### src/neighbor_table_evict_oldest_defines.svh
// Assertion macros for the neighbor table.
`ifndef NEIGHBOR_TABLE_EVICT_OLDEST_DEFINES_SVH
`define NEIGHBOR_TABLE_EVICT_OLDEST_DEFINES_SVH

`ifndef ASSERT_OFF
`define NTE_ASSERT(lbl, prop, msg) \
  lbl: assert property (@(posedge clk_i) disable iff (!rst_ni) prop) else $error(msg);
`define NTE_ASSERT_NR(lbl, prop, msg) \
  lbl: assert property (@(posedge clk_i) prop) else $error(msg);
`else
`define NTE_ASSERT(lbl, prop, msg)
`define NTE_ASSERT_NR(lbl, prop, msg)
`endif

`endif

### src/nte_cell.sv
`default_nettype none
// One storage cell of a ring: loads from its neighbor or takes a direct write.
module nte_cell #(
  parameter int W = 8
) (
  input  wire logic         clk_i,
  input  wire logic         shift_i,
  input  wire logic [W-1:0] shift_data_i,
  input  wire logic         wr_i,
  input  wire logic [W-1:0] wr_data_i,
  output logic [W-1:0]      q_o
);

  logic [W-1:0] data_q;
  logic [W-1:0] data_d;

  always_comb begin
    data_d = data_q;
    if (wr_i) begin
      data_d = wr_data_i;
    end else if (shift_i) begin
      data_d = shift_data_i;
    end
  end

  always_ff @(posedge clk_i) begin
    data_q <= data_d;
  end

  assign q_o = data_q;

endmodule
`default_nettype wire

### config.mk
export PLATFORM = sky130hd
export DESIGN_NAME = nte_cell
export DESIGN_NICKNAME = d
export VERILOG_FILES = /design/src/neighbor_table_evict_oldest_defines.svh /design/src/nte_cell.sv
export SDC_FILE = /design/constraint.sdc
export NUM_CORES = 1
export LEC_CHECK = 0
export BUFFER_PORTS_ARGS = -buffer_cell sky130_fd_sc_hd__buf_2
export CAP_MARGIN = 20
export CORE_AREA = 10 10 47 49
export CTS_BUF_LIST = sky130_fd_sc_hd__clkbuf_8
export DETAILED_ROUTE_END_ITERATION = 12
export DIE_AREA = 0 0 57 59
export GPL_ROUTABILITY_DRIVEN = 0
export PLACE_DENSITY = 0.57
export SETUP_SLACK_MARGIN = 0.05
export SKIP_CTS_REPAIR_TIMING = 1
export SLEW_MARGIN = 20
export SYNTH_ARGS = -nofsm -noshare
export SYNTH_HDL_FRONTEND = slang
export SYNTH_SLANG_ARGS = --single-unit
### constraint.sdc
create_clock -name clk_i -period 1.1 [get_ports clk_i]
set_input_delay 0.055 -clock clk_i [delete_from_list [all_inputs] [get_ports clk_i]]
set_output_delay 0.055 -clock clk_i [all_outputs]
set_load 0.03 [all_outputs]
# [Yosys cells after proc, flatten, opt, wreduce, memory -nomap -nowiden]
# Cells that the tools add are included.
[op_classes] n_mul=0 n_lt_le_gt_ge=0 eq_ne=0 add_sub_neg=0 shifts=0 reduce_logical=1 muxes=2 div=0 n_bitwise=0
[op_table] cell="8-bit two-way mux" n=2
[op_table] cell="2-bit nonzero test" n=1
[word_totals] latchBits=0 ff_bits=8 word_cells=4 mem_count=0 input_bits=19 romBits=0 ram_bits=0

# [Depth between registers and ports, before layout]
# Gate-level depths: netlist (run 1).
[logic_depth] word_depth=2 depth_mapped=2

# [Least setup slack after synthesis (run 1)]
# OpenSTA, ideal clock, no wires.
[synth_timing] kind="in2reg" start="in wr_i" end="reg data_q[0], in the netlist q_o[0], enable pin" t_arrival_ps=506 setup_ps=283 path_slack_ps=311 path_buffers=1 path_stages=2 path_cell_list="buf_6 -> or2_1"
[synth_between] elab_chain_len=1
[synth_rtl] element="from (decl)" line_no="nte_cell.sv:9" rtl="input wire logic wr_i,"
[synth_rtl] element="2-bit nonzero test (no source line)"
[synth_rtl] element="to (signal assigned)" line_no="nte_cell.sv:27" rtl="data_q <= data_d;"
[synth_rtl] element="to (decl)" line_no="nte_cell.sv:14" rtl="logic [W-1:0] data_q;"
# Every way passes these cells.
# A chain may end at the register's enable or synchronous reset.

# [Worst setup path in the final report (run 1)]
[layout_timing] start="reg data_q[5], in the netlist q_o[5]" end="out q_o[5]"
[layout_lines] element="to (decl)" line_no="nte_cell.sv:11" rtl="output logic [W-1:0] q_o"
# No word-level cell between the ends.

==> results of run 1 <==
-- report_power, final --
part	internal, mW	switching (mW)	leakage, nW
logic	0.0858	0.107	0.179
clock network	0.235	0.0923	0.0216
registers	0.376	0.00645	0.0815
-- cell usage in the layout (no fill, tap or decap) --
cell / n
buf_12: 1
buf_2: 26
clkbuf_8: 3
edfxtp_1: 8
mux2_4: 8
or2_1: 1
-- cell families (layout without fill, tap and decap cells) --
logic type             count (synthesis)  after routing
buffers and inverters                  1             30
DFF                                    8              8
muxes                                  8              8
and+or+nand+nor                        1              1
-- layer usage --
metal | vias to the layer above | GRT usage [%]
li1 | 127 | -
met1 | 96 | 5.84
met2 | 19 | 6.20
met3 | 2 | 3.22
met4 | 0 | 8.05
met5 | - | 0
-- stage by stage --
step                      worst slack [ps]  util (%)
final                                  282      41.3
after detailed placement               203      38.3
after CTS                              271      41.3
after floorplan                        311         -
after global placement                 210      38.3
after global routing                   249      41.3
-- worst paths after layout --
check / cells after the start / start / slack [ps] / to
worst max-delay path: 1 / q_o[5]$_DFFE_PP_ / 280 / q_o[5]
worst min-delay path: 2 / shift_data_i[6] / 140 / q_o[6]$_DFFE_PP_
-- final cells by class --
class / count / area, sq um
fillers: 149 / 823
clock buffers: 3 / 41.3
multi-input cells: 9 / 126
repair buffers: 27 / 150
well taps: 16 / 20.0
flip-flops and latches: 8 / 240
==> impl_metrics.env, run 1 <==
export IMPL_antenna_left=0
export IMPL_synth_compound_area_share_pct=0
export IMPL_cp_max_fo=1
export IMPL_drt_total_wl_um=842
export IMPL_slew_headroom_pct=79.1
export IMPL_tritoncts="done"
export IMPL_layout_drive_gt1_share_pct=80.9
export IMPL_synth_edf_count=8
export IMPL_synth_top_cells_by_area="edfxtp_1, mux2_4, buf_6"
export IMPL_muxShareOfSynthArea_pct=31.8
export IMPL_fin_nets=68
export IMPL_worst_setup_path_start_kind="register"
export IMPL_clk_path_buf_depth=2
export IMPL_cts_sinks=8
export IMPL_start_util_pct=27.0
export IMPL_critPathSlowestCell="edfxtp_1"
export IMPL_rsz0062_at_grt="false"
export IMPL_post_place_cells=60
export IMPL_p_leak_nw=0.282
export IMPL_synth_nets=37
export IMPL_antenna_found_initial=0
export IMPL_wl_per_cell_um=13.4
export IMPL_synth_area_per_cell_sq_um=21.0
export IMPL_num_vias=244
export IMPL_synth_top_area_share_pct=63.6
export IMPL_die_width_um=57
export IMPL_clock_fmax_mhz=1220
export IMPL_synthSimpleGateAreaFrac_pct=1.66
export IMPL_area_delta_synth_final_pct=53.0
export IMPL_design_area_sq_um=578
export IMPL_pin_count=27
export IMPL_hold_path_class="in2reg"
export IMPL_synth_flop_cell="edfxtp_1"
export IMPL_ys_async_sr_fraction_pct=0
export IMPL_numPortBuffers=26
export IMPL_layout_cells_non_filler=63
export IMPL_worst_slew_pin_slew_ps=314
export IMPL_yosysUniqueCellTypes=4
export IMPL_drtIter0Drc=2
export IMPL_cts_buffers=3
export IMPL_setup_viol=0
export IMPL_timing_hold_ws_ps=136
export IMPL_arrival_ps=760
export IMPL_die_y_um=59
export IMPL_slowest_delay_ps=360
export IMPL_worst_setup_path_type="reg2out"
export IMPL_die_area_sq_um=3360
export IMPL_synth_xor_xnor_area_share_pct=0
export IMPL_wl_met3_um=101
export IMPL_crit_buf_inv=1
export IMPL_synth_seq_area_share_pct=63.6
export IMPL_grt_usage_pct=5.54
export IMPL_met1Wirelength_um=377
export IMPL_required_ps=1040
export IMPL_cts_root_buf="clkbuf_8"
export IMPL_largest_reg_flops=8
export IMPL_synthAdderAreaFrac_pct=0
export IMPL_slew_violations=0
export IMPL_placed_area_sq_um=537
export IMPL_viasPerCell=3.87
export IMPL_finalHoldViolations=0
export IMPL_fin_setup_tns_ps=0
export IMPL_grt_max_degree=9
export IMPL_drc_errors=0
export IMPL_dr_max_layer_used="met4"
export IMPL_first_pass_iters=4
export IMPL_grt_first_pass_wirelength_mm=1.32
export IMPL_netlist_instances=18
export IMPL_final_min_clock_period_ps=818
export IMPL_ys_ff_latch=8
export IMPL_yosysTopAreaCell="edfxtp_1"
export IMPL_synthTopCellsByCount="edfxtp_1, mux2_4, buf_6, or2_1"
export IMPL_peakVddDrop_mv=0.496
export IMPL_path_delay_family="flip-flops"
export IMPL_n_antenna_cell=0
export IMPL_core_sq_um=1400
export IMPL_clkSlewWorstSetupHoldPaths_ps=40
export IMPL_row_count=14
export IMPL_gr_total_overflow=0
export IMPL_status="finished clean"
export IMPL_crit_chain="buf_2"
export IMPL_cap_violations=0
export IMPL_power_total_uw=903
export IMPL_htreeDepth=1
export IMPL_synth_warnings=0
export IMPL_synth_top_family_by_area="multiplexers"
export IMPL_crit_path_end_kind="output port"
export IMPL_grt_pass1_vias=280
export IMPL_power_density_nw_per_um2=1560
export IMPL_post_route_period_util_pct=74.3
export IMPL_met2WireLength_um=338
export IMPL_syn_area_sq_um=378
(Power assumes the default switching activity.)
==> inputs of run 2 (changes only) <==
--- a/config.mk
+++ b/config.mk
@@ -5,6 +5,7 @@
 export SDC_FILE = /design/constraint.sdc
 export NUM_CORES = 1
 export LEC_CHECK = 0
+export ABC_AREA = 1
 export BUFFER_PORTS_ARGS = -buffer_cell sky130_fd_sc_hd__buf_2
 export CAP_MARGIN = 20
 export CORE_AREA = 10 10 47 49
@@ -12,7 +13,7 @@
 export DETAILED_ROUTE_END_ITERATION = 12
 export DIE_AREA = 0 0 57 59
 export GPL_ROUTABILITY_DRIVEN = 0
-export PLACE_DENSITY = 0.57
+export PLACE_DENSITY = 0.55
 export SETUP_SLACK_MARGIN = 0.05
 export SKIP_CTS_REPAIR_TIMING = 1
 export SLEW_MARGIN = 20
==> constraint.sdc (replaced) <==
create_clock -name clk_i -period 0.8 [get_ports clk_i]
set_input_delay 0.04 -clock clk_i [delete_from_list [all_inputs] [get_ports clk_i]]
set_output_delay 0.04 -clock clk_i [all_outputs]
set_load 0.03 [all_outputs]
==> impl_metrics.env, run 2 <==
export IMPL_hold_depth=3
export IMPL_synthSimpleGateAreaFrac_pct=27.4
export IMPL_largest_reg_flops=8
export IMPL_ys_async_sr_fraction_pct=0
export IMPL_pin_count=27
export IMPL_peakVddDrop_mv=0.756
export IMPL_crit_buf_inv=1
export IMPL_cts_root_buf="clkbuf_8"
export IMPL_hold_path_class="in2reg"
export IMPL_die_width_um=57
export IMPL_layout_cells_non_filler=80
export IMPL_numPortBuffers=26
export IMPL_n_antenna_cell=0
export IMPL_grt_pass1_vias=369
export IMPL_yosysUniqueCellTypes=5
export IMPL_rsz0062_at_grt="true"
export IMPL_worst_setup_path_type="reg2out"
export IMPL_row_count=14
export IMPL_worst_setup_path_start_kind="register"
export IMPL_clkSlewWorstSetupHoldPaths_ps=40
export IMPL_syn_area_sq_um=352
export IMPL_core_sq_um=1400
export IMPL_yosysTopAreaCell="edfxtp_1"
export IMPL_synth_top_area_share_pct=68.3
export IMPL_synth_warnings=0
export IMPL_gr_total_overflow=0
export IMPL_antenna_left=0
export IMPL_area_delta_synth_final_pct=68.3
export IMPL_cap_violations=0
export IMPL_first_pass_iters=4
export IMPL_p_leak_nw=0.306
export IMPL_synth_compound_area_share_pct=0
export IMPL_drt_total_wl_um=849
export IMPL_yosysMostFrequentCell="nand2_1"
export IMPL_synth_area_per_cell_sq_um=10.0
export IMPL_synth_xor_xnor_area_share_pct=0
export IMPL_required_ps=760
export IMPL_tritoncts="done"
export IMPL_final_cell_mix="nand2_1, buf_2, buf_6, edfxtp_1, clkbuf_8"
export IMPL_status="finished clean"
export IMPL_die_y_um=59
export IMPL_grt_usage_pct=5.87
export IMPL_post_route_period_util_pct=98.7
export IMPL_fin_nets=85
export IMPL_cp_max_fo=1
export IMPL_cts_buffers=3
export IMPL_synth_top_family_by_area="simple AND/OR/NAND/NOR gates"
export IMPL_layout_drive_gt1_share_pct=50.0
export IMPL_synthTopCellsByCount="nand2_1, edfxtp_1, buf_6, inv_2, or2_1"
export IMPL_synth_edf_count=8
export IMPL_grt_max_degree=9
export IMPL_crit_chain="buf_6"
export IMPL_viasPerCell=3.79
export IMPL_layout_cells_most_common="nand2_1"
export IMPL_setup_viol=0
export IMPL_netlist_instances=35
export IMPL_synth_nets=54
export IMPL_critPathSlowestCell="edfxtp_1"
export IMPL_crit_end="q_o[2]"
export IMPL_synth_top_cells_by_area="edfxtp_1, nand2_1, buf_6"
export IMPL_drtIter0Drc=8
export IMPL_slowest_delay_ps=370
export IMPL_fin_setup_tns_ps=0
export IMPL_worst_slew_pin_slew_ps=112
export IMPL_cts_sinks=8
export IMPL_power_density_nw_per_um2=2180
export IMPL_path_delay_family="flip-flops"
export IMPL_synthAdderAreaFrac_pct=0
export IMPL_crit_path_end_kind="output port"
export IMPL_num_vias=303
export IMPL_slew_violations=0
export IMPL_finalHoldViolations=0
export IMPL_htreeDepth=1
export IMPL_final_min_clock_period_ps=789
export IMPL_synth_seq_area_share_pct=68.3
export IMPL_synth_flop_cell="edfxtp_1"
export IMPL_muxShareOfSynthArea_pct=0
export IMPL_post_place_cells=77
export IMPL_wl_per_cell_um=10.6
export IMPL_die_area_sq_um=3360
export IMPL_arrival_ps=750
export IMPL_ys_ff_latch=8
export IMPL_cp_depth=1
export IMPL_start_util_pct=25.1
export IMPL_clock_fmax_mhz=1270
export IMPL_antenna_found_initial=0
export IMPL_clk_path_buf_depth=2
export IMPL_grt_first_pass_wirelength_mm=1.50
export IMPL_drc_errors=0
export IMPL_fillerInstances=150
export IMPL_slew_headroom_pct=92.5
export IMPL_cp_startpoint="q_o[2]$_DFFE_PP_"
run 2: cell types whose count changed in the layout (fill, tap and decap cells not counted), sizes merged:
| cell | change |
|---|---|
| inv | +1 |
| nand2 | +24 |
| mux2 | -8 |
run 2: worst min-delay path, delay by kind of cell:
kind / cells / cell delay, ps
buf+inv: 1 / 70
simple gates: 2 / 90
run 2: worst min-delay path by stage:
stage	endpoint	from	slack, ps
floorplan	q_o[0]$_DFFE_PP_	shift_data_i[0]	220
finish	q_o[3]$_DFFE_PP_	shift_data_i[3]	90
CTS	q_o[1]$_DFFE_PP_	shift_data_i[1]	80
global route	q_o[2]$_DFFE_PP_	shift_data_i[2]	100
global placement	q_o[2]$_DFFE_PP_	shift_data_i[2]	310
detailed placement	q_o[3]$_DFFE_PP_	shift_data_i[3]	320
run 2: logic make-up (layout without fill, tap and decap cells):
| logic type | count (synthesis) | after routing |
|---|---|---|
| simple gates | 25 | 25 |
| flops | 8 | 8 |
| buf+inv | 2 | 31 |
run 2: final cells by class:
| type | instances | area (sq um) | share of cell area [%] |
|---|---|---|---|
| multi-input combinational | 25 | 98.8 | 16.7 |
| clock buffer | 3 | 41.3 | 6.98 |
| timing repair buffer | 27 | 188 | 31.7 |
| inverter | 1 | 3.75 | 0.634 |
| sequential | 8 | 240 | 40.6 |
| tap | 16 | 20.0 | 3.38 |
run 2: stage by stage:
| stage | worst slack (ps) | hold WS, ps | cell area (sq um) | total power [mW] | util [%] |
|---|---|---|---|---|---|
| 4_1_cts | -17.6 | 83.3 | 542 | 1.25 | 38.7 |
| 2_1_floorplan | 111 | 219 | 354 | 0.683 | - |
| 3_5_place_dp | 62.9 | 317 | 500 | 0.775 | 35.7 |
| 3_3_place_gp | 67.7 | 312 | 500 | 0.775 | 35.7 |
| 5_1_grt | -31.0 | 96.5 | 592 | 1.36 | 42.2 |
| 6_report | 10.8 | 85.4 | 592 | 1.29 | 42.2 |
run 2: power by group:
part	total (mW)	internal [mW]	switching [mW]
registers	0.537	0.519	0.0188
logic	0.289	0.133	0.155
clock network	0.466	0.324	0.141
total	1.29	0.976	0.315
run 2: routing by layer:
layer / GRT usage [%] / part of all wire, %
met5: 0 / 0
met4: 6.04 / 1.4
met3: 3.65 / 11
met2: 6.36 / 35
met1: 7.14 / 52
==> inputs of run 3 (changes only) <==
--- a/config.mk
+++ b/config.mk
@@ -8,10 +8,10 @@
 export ABC_AREA = 1
 export BUFFER_PORTS_ARGS = -buffer_cell sky130_fd_sc_hd__buf_2
 export CAP_MARGIN = 20
-export CORE_AREA = 10 10 47 49
+export CORE_AREA = 2 2 39 41
 export CTS_BUF_LIST = sky130_fd_sc_hd__clkbuf_8
 export DETAILED_ROUTE_END_ITERATION = 12
-export DIE_AREA = 0 0 57 59
+export DIE_AREA = 0 0 41 43
 export GPL_ROUTABILITY_DRIVEN = 0
 export PLACE_DENSITY = 0.55
 export SETUP_SLACK_MARGIN = 0.05
==> constraint.sdc (replaced) <==
create_clock -name clk_i -period 0.81 [get_ports clk_i]
set_input_delay 0.0405 -clock clk_i [delete_from_list [all_inputs] [get_ports clk_i]]
set_output_delay 0.0405 -clock clk_i [all_outputs]
set_load 0.03 [all_outputs]
==> impl_metrics.env, run 3 (synthesis results as in run 2) <==
export IMPL_path_delay_family="flip-flops"
export IMPL_p_sw_uw=318
export IMPL_clk_path_buf_depth=2
export IMPL_power_density_nw_per_um2=2180
export IMPL_critPathSlowestCell="edfxtp_1"
export IMPL_cts_root_buf="clkbuf_8"
export IMPL_crit_buf_inv=1
export IMPL_cts_sinks=8
export IMPL_tritoncts="done"
export IMPL_placed_area_sq_um=498
export IMPL_dp_hpwl_um=607
export IMPL_largest_reg_flops=8
export IMPL_clock_fmax_mhz=1230
export IMPL_core_sq_um=1380
export IMPL_antenna_found_initial=0
export IMPL_gr_total_overflow=0
export IMPL_crit_path_end_kind="output port"
export IMPL_grt_first_pass_wirelength_mm=1.00
export IMPL_drt_total_wl_um=769
export IMPL_grt_pass1_vias=249
export IMPL_power_frac_comb_pct=21.8
export IMPL_rsz0062_at_grt="true"
export IMPL_antenna_left=0
export IMPL_crit_chain="buf_6"
export IMPL_worst_setup_path_start_kind="register"
export IMPL_violations="negative setup slack"
export IMPL_first_pass_iters=3
export IMPL_row_count=14
export IMPL_cp_max_fo=1
export IMPL_power_total_mw=1.28
export IMPL_layout_cells_non_filler=80
export IMPL_pin_count=27
export IMPL_internal_power_uw=959
export IMPL_setup_ws_ps=-2.79
export IMPL_final_cell_mix="nand2_1, buf_2, edfxtp_1"
export IMPL_worst_setup_path_type="reg2out"
export IMPL_cap_violations=0
export IMPL_finalHoldViolations=0
export IMPL_post_route_period_util_pct=100
export IMPL_numPortBuffers=26
export IMPL_fin_nets=85
export IMPL_drc_errors=0
export IMPL_start_util_pct=25.4
export IMPL_clkSlewWorstSetupHoldPaths_ps=40
export IMPL_viasPerCell=4.03
export IMPL_hold_start="shift_data_i[0]"
export IMPL_num_vias=322
export IMPL_wl_per_cell_um=9.61
export IMPL_p_leak_nw=0.303
export IMPL_peakVddDrop_mv=1.01
export IMPL_arrival_ps=770
export IMPL_grt_max_degree=10
export IMPL_area_delta_synth_final_pct=66.5
export IMPL_hold_end="q_o[0]$_DFFE_PP_"
export IMPL_sw_frac_of_total_pct=24.9
export IMPL_worst_slew_pin_slew_ps=322
export IMPL_required_ps=770
export IMPL_status="complete, but fails checks"
export IMPL_slew_violations=0
export IMPL_die_area_sq_um=1760
export IMPL_n_antenna_cell=0
export IMPL_fillerInstances=136
export IMPL_die_width_um=41
export IMPL_slowest_delay_ps=390
export IMPL_hold_path_class="in2reg"
export IMPL_post_place_cells=77
export IMPL_seqPwrFrac_pct=41.6
export IMPL_slew_headroom_pct=78.5
export IMPL_drtIter0Drc=12
export IMPL_grt_usage_pct=8.94
export IMPL_timing_hold_ws_ps=76.1
export IMPL_design_area_sq_um=586
export IMPL_setup_viol=1
export IMPL_cts_buffers=3
export IMPL_layout_cells_most_common="nand2_1"
export IMPL_final_min_clock_period_ps=813
export IMPL_layout_drive_gt1_share_pct=48.4
export IMPL_htreeDepth=1
export IMPL_die_y_um=43
export IMPL_p_clk_share_pct=36.6
export IMPL_hold_depth=3
-- run 3: per-stage QoR --
step	worst slack [ps]	TNS, ps	utilization [%]
final	-2.79	-2.79	42.3
after global routing	-19.4	-34.2	42.3
after CTS	-24.2	-30.6	39.0
after detailed placement	16.8	0	36.0
after global placement	25.5	0	36.0
after floorplan	52.7	0	-
-- run 3: how the worst max path moves through the flow --
stage / start / to / slack (ps) / depth (start not counted)
after floorplan: wr_i / q_o[0]$_DFFE_PP_ / 50 / 2
after global placement: wr_i / q_o[7]$_DFFE_PP_ / 30 / 2
after detailed placement: wr_i / q_o[7]$_DFFE_PP_ / 20 / 2
after CTS: q_o[1]$_DFFE_PP_ / q_o[1] / -20 / 1
after global routing: q_o[3]$_DFFE_PP_ / q_o[3] / -20 / 1
final: q_o[1]$_DFFE_PP_ / q_o[1] / -3 / 1
-- run 3: final cells by class --
class,count,area (sq um),share of cell area (%)
Tap cell,16,20.0,3.42
Sequential cell,8,240,41.0
Multi-Input combinational cell,25,96.3,16.5
Timing Repair Buffer,27,184,31.4
Inverter,1,3.75,0.641
Clock buffer,3,41.3,7.05
-- run 3: layer usage --
layer  global-route usage [%]  vias to the layer above  wire length, um
met5                        0                        -                0
met4                     6.00                        0               19
met3                     3.14                        2               71
met2                     13.1                       18              377
met1                     10.4                      133              301
li1                         -                      169                -
-- run 3: power by group through the flow --
stage	logic [mW]	registers [mW]	clock network (mW)
floorplan	0.0475	0.624	0
global placement	0.231	0.528	0
detailed placement	0.234	0.529	0
CTS	0.235	0.522	0.481
global route	0.301	0.535	0.494
finish	0.278	0.532	0.467
